**src/hw/rtl/fcd_pkg.sv**
```systemverilog
// ----------------------------------------------------------------------------
// fcd_pkg
// Shared types and constants for the flock cohesion direction block.
// ----------------------------------------------------------------------------
package fcd_pkg;

    localparam int POS_W      = 32;
    localparam int VEC_W      = 16;
    localparam int SPD_W      = 16;
    localparam int TIME_W     = 32;
    localparam int DIST_W     = 24;
    localparam int DIRZ_W     = 15;
    localparam int DIV_W      = 48;      // (product + half) >> 17, three digits
    localparam int DIGIT_W    = 16;      // quotient digit per divide step
    localparam int DIV_STEPS  = DIV_W / DIGIT_W;
    localparam int TRIAL_W    = 23;      // 7-bit remainder + one digit
    localparam int RCP_W      = TRIAL_W + 24;
    localparam int RECIP_SHIFT = 30;
    localparam logic [23:0] DIV_RECIP = 24'd8589935;  // ceil(2^30 / 125)
    localparam int CNT_W      = 2;
    localparam int DIV_SHIFT  = 17;      // 16384000 = 2^17 * 125
    localparam logic [63:0] ROUND_HALF = 64'd8192000;
    localparam logic [7:0]  DIV_ODD    = 8'd125;
    localparam logic [DIRZ_W-1:0] UP_Z = 15'd16384;
    localparam logic [14:0] UNIT_MAG   = 15'd16384;
    localparam logic [DIST_W-1:0] MAX_DIST_RST = 24'd12800;

    // Commands from the controller to the datapath
    typedef struct packed {
        logic accept;
        logic mul;
        logic prep;
        logic div_step;
        logic offset;
        logic test;
        logic acc;
        logic ninit;
        logic nsq;
        logic ncmp;
        logic nstore;
        logic out_load;
        logic sel;       // 0: x component, 1: y component
    } fcd_cmd_t;

    // Status from the datapath to the controller
    typedef struct packed {
        logic port_mode;
        logic port_last;
        logic item_last;
        logic search_open;
    } fcd_stat_t;

endpackage

```
**src/hw/rtl/fcd_ctrl.sv**
```systemverilog
// ----------------------------------------------------------------------------
// fcd_ctrl
// Sequencer: neighbor extrapolation steps, normalization search, output.
// ----------------------------------------------------------------------------
module fcd_ctrl
(
    input  logic              clk,
    input  logic              rst_n,
    input  logic              in_valid,
    output logic              in_stall,
    output logic              out_valid,
    input  logic              out_stall,
    input  fcd_pkg::fcd_stat_t st,
    output fcd_pkg::fcd_cmd_t  cmd
);
    import fcd_pkg::*;

    typedef enum logic [3:0] {
        S_IDLE, S_MUL, S_PREP, S_DIV, S_OFF, S_TEST, S_ACC,
        S_NINIT, S_NSQ, S_NCMP, S_OUT
    } state_t;

    state_t           state_reg, state_next;
    logic [CNT_W-1:0] cnt_reg, cnt_next;
    logic             sel_reg, sel_next;
    logic             ov_reg, ov_next;
    logic             out_free;

    assign in_stall  = (state_reg != S_IDLE);
    assign out_valid = ov_reg;
    assign out_free  = !ov_reg || !out_stall;

    always_comb
    begin
        state_next = state_reg;
        cnt_next   = cnt_reg;
        sel_next   = sel_reg;
        ov_next    = ov_reg && out_stall;
        cmd        = '0;
        cmd.sel    = sel_reg;
        case (state_reg)
            S_IDLE:
            begin
                if (in_valid)
                begin
                    cmd.accept = 1'b1;
                    if (st.port_mode)
                        state_next = S_MUL;
                    else if (st.port_last)
                    begin
                        sel_next   = 1'b0;
                        state_next = S_NINIT;
                    end
                end
            end
            S_MUL:
            begin
                cmd.mul    = 1'b1;
                state_next = S_PREP;
            end
            S_PREP:
            begin
                cmd.prep   = 1'b1;
                cnt_next   = CNT_W'(DIV_STEPS - 1);
                state_next = S_DIV;
            end
            S_DIV:
            begin
                cmd.div_step = 1'b1;
                cnt_next     = cnt_reg - 1'b1;
                if (cnt_reg == '0)
                    state_next = S_OFF;
            end
            S_OFF:
            begin
                cmd.offset = 1'b1;
                state_next = S_TEST;
            end
            S_TEST:
            begin
                cmd.test   = 1'b1;
                state_next = S_ACC;
            end
            S_ACC:
            begin
                cmd.acc  = 1'b1;
                sel_next = 1'b0;
                state_next = st.item_last ? S_NINIT : S_IDLE;
            end
            S_NINIT:
            begin
                cmd.ninit  = 1'b1;
                state_next = S_NSQ;
            end
            S_NSQ:
            begin
                if (st.search_open)
                begin
                    cmd.nsq    = 1'b1;
                    state_next = S_NCMP;
                end
                else
                begin
                    cmd.nstore = 1'b1;
                    if (!sel_reg)
                    begin
                        sel_next   = 1'b1;
                        state_next = S_NINIT;
                    end
                    else
                        state_next = S_OUT;
                end
            end
            S_NCMP:
            begin
                cmd.ncmp   = 1'b1;
                state_next = S_NSQ;
            end
            S_OUT:
            begin
                if (out_free)
                begin
                    cmd.out_load = 1'b1;
                    ov_next      = 1'b1;
                    state_next   = S_IDLE;
                end
            end
            default:
                state_next = S_IDLE;
        endcase
    end

    always_ff @(posedge clk or negedge rst_n)
    begin
        if (!rst_n)
        begin
            state_reg <= S_IDLE;
            cnt_reg   <= '0;
            sel_reg   <= 1'b0;
            ov_reg    <= 1'b0;
        end
        else
        begin
            state_reg <= state_next;
            cnt_reg   <= cnt_next;
            sel_reg   <= sel_next;
            ov_reg    <= ov_next;
        end
    end

endmodule

```
**config.mk**
```make
export PLATFORM = sky130hd
export DESIGN_NAME = fcd_ctrl
export DESIGN_NICKNAME = d
export VERILOG_FILES = /design/src/hw/rtl/fcd_pkg.sv /design/src/hw/rtl/fcd_ctrl.sv
export SDC_FILE = /design/constraint.sdc
export NUM_CORES = 1
export LEC_CHECK = 0
export BUFFER_PORTS_ARGS = -buffer_cell sky130_fd_sc_hd__buf_2
export CAP_MARGIN = 20
export CORE_AREA = 5 5 42 44
export CTS_BUF_LIST = sky130_fd_sc_hd__clkbuf_16
export DETAILED_ROUTE_END_ITERATION = 16
export DIE_AREA = 0 0 47 49
export PLACE_DENSITY = 0.75
export SLEW_MARGIN = 20
export SYNTH_ARGS = -nofsm -noshare
export SYNTH_HDL_FRONTEND = slang
export SYNTH_SLANG_ARGS = --single-unit
```
**constraint.sdc**
```tcl
create_clock -name clk -period 2.3 [get_ports clk]
set_clock_uncertainty 0.05 [all_clocks]
set_input_delay 0.46 -clock clk [delete_from_list [all_inputs] [get_ports clk]]
set_output_delay 0.46 -clock clk [all_outputs]
set_load 0.02 [all_outputs]
```
==> impl_metrics.yaml, run 1 <==
die:
  initial_core_util_pct: 45.4
  io-pin-count: 23
  die-height_um: 49
  core-area_sq_um: 1400
  design.die.area_sq_um: 2300
  fp-row-count: 14
  die_x_um: 47
worst_setup_path:
  cp_top_family: "simple AND/OR/NAND/NOR gates"
  crit_path_start_kind: "flop"
  path_cells: "or4_4 -> inv_1 -> buf_2"
  required_ns: 1.79
  arrival_ns: 1.63
  crit_path_end_kind: "primary output"
  crit_slowest_cell: "or4_4"
  crit_path_max_incr_delay_ns: 0.63
  critical_path_buf_inv_count: 2
  path_class: "flop to primary output"
  worst-path-max-fanout: 17
clock_tree:
  cts.sinks: 8
  cts_tree: "built"
  clk_latency_ns: 0.23
  postCtsSetupBuffers: 0
  cts.hold.buffers_added: 0
  numCtsBuffers: 3
  post_cts.resized_instances: 0
  clk_path_buf_depth: 2
  cts_htree_levels: 1
  clk_pin_slew_ns: 0.04
  cts_root_buf: "clkbuf_16"
synthesis:
  synth_top_cell_by_area: "dfrtp_1"
  synth_fp_nets: 89
  ys_ff_latch: 8
  syn_inst: 80
  yosysWarnings: 0
  async_flop_share_pct: 100
  synth-edff-count: 0
  ys_seq_area_share_pct: 31.4
  ys_types: 32
  synth_top_area_share_pct: 31.4
  syn-cell-area_sq_um: 637
  synth_flop_cell: "dfrtp_1"
  syn_avg_cell_area_sq_um: 7.96
  synth_area_leaders: "dfrtp_1, nand2_1, nor2_1, nand2b_1, o21ai_0"
  synth_common_cells: "nand2_1, nor2_1, dfrtp_1"
grt:
  grt_max_degree: 18
  grt-ovfl-total: 0
  grt_pass1_vias: 606
  antenna_found_initial: 0
  grt_pass1_wl_um: 2570
  grtUsageTotal_pct: 14.6
timing:
  setup_tns_ns: 0
  slew_violations: 0
  finalCritPeriodShare_pct: 93.0
  finalHoldViolCount: 0
  tightest_slew_ns: 0.495
  slew_headroom_pct: 67.0
  fmax_mhz: 468
  rsz0062_at_grt: "false"
  setup_violations: 0
  finalCriticalPeriod_ns: 2.14
drt:
  wire_per_inst_um: 13.1
  drcViolationCount: 0
  via_per_inst: 5.50
  drtPass1Iterations: 4
  drtAntennaViolNets: 0
  finalWirelength_um: 1530
  drtIter0Drc: 10
  num_vias: 643
pwr:
  total_power_uw: 1290
  p_int_uw: 736
  p_leak_uw: 0.000434
  ir_drop_v: 0.000991
  p_comb_share_pct: 53.8
  clockPowerShare_pct: 21.8
  p_seq_share_pct: 24.4
  powerDensity_nw_per_um2: 1570
  switching_power_uw: 557
  swShare_pct: 43.1
placement:
  hpwl_um: 1230
  gp_congestion: 0.928
  portBuffers: 22
cells_and_area:
  area_growth_pct: 29.7
  diodes: 0
  fin_nets: 112
  drive_above_1_share_pct: 31.7
  fillers: 133
  largest_reg_flops: 4
min_path:
  hp-class: "input pin to asynchronous set/reset pin"
run_status:
  status: "finished, final reports clean"
flow_run:
  drv_cap: 0
## cell usage in the layout (no fill, tap or decap), types with 2 or more instances in the layout
| cell | count |
|---|---|
| a21oi_1 | 2 |
| nor2_1 | 9 |
| o21ai_1 | 2 |
| inv_1 | 6 |
| nor3_1 | 4 |
| clkbuf_16 | 3 |
| a21o_1 | 3 |
| or4_4 | 2 |
| o22a_1 | 2 |
| nand2_1 | 9 |
| dfrtp_1 | 8 |
| nand4bb_1 | 2 |
| buf_4 | 3 |
| o21ai_0 | 5 |
| buf_2 | 22 |
| nand2b_1 | 4 |
## metrics by stage
stage / instances / cell area [sq um] / hold slack, ns / setup WS [ns] / utilization (%)
after floorplan: 80 / 637 / 0.114 / 0.329 / -
after global placement: 114 / 751 / 0.256 / 0.443 / 53.6
after detailed placement: 114 / 751 / 0.257 / 0.399 / 53.6
after CTS: 117 / 826 / 0.0186 / 0.158 / 58.9
after global routing: 117 / 826 / 0.0231 / 0.0930 / 58.9
final: 117 / 826 / 0.0129 / 0.162 / 58.9
## logic make-up after synthesis
group,count (synthesis),share of synthesized area (%)
AOI/OAI and AO/OA,22,24.8
adders and majority gates,1,1.96
buffers and inverters,13,9.63
and+or+nand+nor,35,30.8
xor gates and xnor gates,1,1.38
DFF,8,31.4
## layout make-up
class / instances / area, sq um / area share (%)
multi-input cells: 59 / 375 / 45.5
flip-flops and latches: 8 / 200 / 24.2
repair buffers: 25 / 133 / 16.1
clock buffers: 3 / 75.1 / 9.09
inverters: 6 / 22.5 / 2.73
well taps: 16 / 20.0 / 2.42
## power groups by stage
| stage | Sequential, uW | Combinational [uW] | Clock, uW |
|---|---|---|---|
| floorplan | 245 | 602 | 0 |
| global placement | 311 | 691 | 0 |
| detailed placement | 315 | 698 | 0 |
| CTS | 314 | 700 | 286 |
| global route | 330 | 770 | 301 |
| finish | 315 | 695 | 282 |
## layer usage
metal	global-route usage (%)	vias up	share of wire [%]
li1	-	323	-
met1	18.3	310	45
met2	24.7	10	52
met3	2.21	0	3.3
met4	4.15	0	0
met5	0	-	0
## worst paths after layout
kind / endpoint / slack, ns / start / cells past startpoint
max: cmd[2] / 0.16 / state_reg[0] / 3
min: cnt_reg[1] / 0.01 / rst_n / 1
max reg2reg: state_reg[2] / 0.59 / state_reg[0] / 4
min reg2reg: cnt_reg[1] / 0.42 / cnt_reg[1] / 1
max in group asynchronous: state_reg[3] / 2.03 / rst_n / 1
min in group clk: cnt_reg[1] / 0.42 / cnt_reg[1] / 1
No activity file was read; power rests on OpenSTA's default activity.
==> run 2, diff against run 1 <==
Settings changed: RECOVER_POWER set to 25.
==> run 2 against run 1 <==
Flip-flop and latch count unchanged. Final area decreased by 0.15%. Power fell by 0.15%. Clock-buffer cell count unchanged. Via count decreased by 1.1%. Die area is the same. Sequential share of layout area barely moved. Routed wire length shrank 0.39%. Clock power about the same. Utilization fell by 0.089 points. First-iteration DRC count did not move. Global-route usage did not move. Highest routed layer unchanged.
==> impl_metrics.yaml, run 2 (synthesized netlist as in run 1, its figures left out) <==
placement:
  hpwl_um: 1230
  dp_slack_ns: 0.399
  gp_congestion: 0.928
  portBuffers: 22
  placed_area_sq_um: 751
cells_and_area:
  final_cell_mix: "buf_2, nor2_1, nand2_1"
  final_util_pct: 58.8
  final_area_sq_um: 825
  drive_above_1_share_pct: 30.7
  layout_commonest_cell: "buf_2"
  fillers: 134
  multi_input_area_sq_um: 375
  area.sequential_sq_um: 200
  diodes: 0
  area_growth_pct: 29.5
  largest_reg_flops: 4
  fin_nets: 112
timing:
  slew_violations: 0
  finalCritPeriodShare_pct: 92.9
  tightest_slew_ns: 0.496
  rsz0062_at_grt: "false"
  slew_headroom_pct: 66.9
  finalCriticalPeriod_ns: 2.14
  setup_tns_ns: 0
  worst_slack_ns: 0.162
  fmax_mhz: 468
  setup_violations: 0
  finalHoldViolCount: 0
clock_tree:
  cts.sinks: 8
  postCtsSetupBuffers: 0
  cts_root_buf: "clkbuf_16"
  numCtsBuffers: 3
  post_cts.resized_instances: 0
  cts.hold.buffers_added: 0
  cts_htree_levels: 1
  cts_tree: "built"
  clk_latency_ns: 0.22
  clk_pin_slew_ns: 0.03
  clk_path_buf_depth: 2
drt:
  drtIter0Drc: 10
  finalWirelength_um: 1530
  via_per_inst: 5.44
  drtPass1Iterations: 4
  num_vias: 636
  drcViolationCount: 0
  wire_per_inst_um: 13.1
  drtAntennaViolNets: 0
run_status:
  status: "finished, final reports clean"
min_path:
  hp-class: "input pin to asynchronous set/reset pin"
pwr:
  p_int_uw: 736
  p_leak_uw: 0.000431
  powerDensity_nw_per_um2: 1570
  swShare_pct: 43.0
  clockPowerShare_pct: 21.7
  ir_drop_v: 0.000983
  p_seq_share_pct: 24.4
  total_power_uw: 1290
  switching_power_uw: 555
  p_comb_share_pct: 53.9
grt:
  grt_max_degree: 18
  grt_pass1_wl_um: 2570
  antenna_found_initial: 0
  grt_pass1_vias: 606
  grt-ovfl-total: 0
  grtUsageTotal_pct: 14.6
die:
  die_x_um: 47
  design.die.area_sq_um: 2300
  initial_core_util_pct: 45.4
  core-area_sq_um: 1400
  fp-row-count: 14
  die-height_um: 49
  io-pin-count: 23
flow_run:
  drv_cap: 0
worst_setup_path:
  worst-path-max-fanout: 17
  crit_path_end_kind: "primary output"
  arrival_ns: 1.63
  crit_path_start_kind: "flop"
  path_class: "flop to primary output"
  required_ns: 1.79
[run 2: area by class of cell]
| type | count | area share [%] |
|---|---|---|
| Timing Repair Buffer | 25 | 15.9 |
| Multi-Input combinational cell | 59 | 45.5 |
| Sequential cell | 8 | 24.3 |
| Inverter | 6 | 2.73 |
| Tap cell | 16 | 2.43 |
| Clock buffer | 3 | 9.10 |
[run 2: path summary, 6_finish.rpt]
check / start / endpoint / slack, ns / cells after the start
min: rst_n / cnt_reg[1] / 0.08 / 1
min reg2reg: cnt_reg[1] / cnt_reg[1] / 0.42 / 1
max: state_reg[0] / cmd[2] / 0.16 / 3
max reg2reg: state_reg[0] / state_reg[2] / 0.59 / 4
max in group asynchronous: rst_n / state_reg[3] / 1.84 / 1
min in group clk: cnt_reg[1] / cnt_reg[1] / 0.42 / 1
[run 2: stage by stage]
| stage | instances | hold WS, ns |
|---|---|---|
| 2_1_floorplan | 80 | 0.114 |
| 3_3_place_gp | 114 | 0.256 |
| 3_5_place_dp | 114 | 0.257 |
| 4_1_cts | 117 | 0.0186 |
| 5_1_grt | 117 | 0.119 |
| 6_report | 117 | 0.0816 |
[run 2: power by group through the flow]
stage	Clock [uW]	Combinational [uW]	Sequential, uW
after CTS	286	700	314
after floorplan	0	602	245
after global routing	301	770	330
after global placement	0	691	311
after detailed placement	0	698	315
final	280	695	315
[run 2: metal layers]
metal / vias to the layer above / global-route usage [%] / share of wire, % / wire length, um
met5: - / 0 / 0 / 0
met4: 0 / 4.15 / 0 / 0
met3: 0 / 2.21 / 3.8 / 58
met2: 12 / 24.7 / 53 / 804
met1: 302 / 18.3 / 44 / 666
li1: 322 / - / - / -
[run 2: worst max-delay path, stage by stage, from the launching register on]
cell and delay, ns:
dfrtp_1 0.55, or4_4 0.63, inv_1 0.07, buf_2 0.15
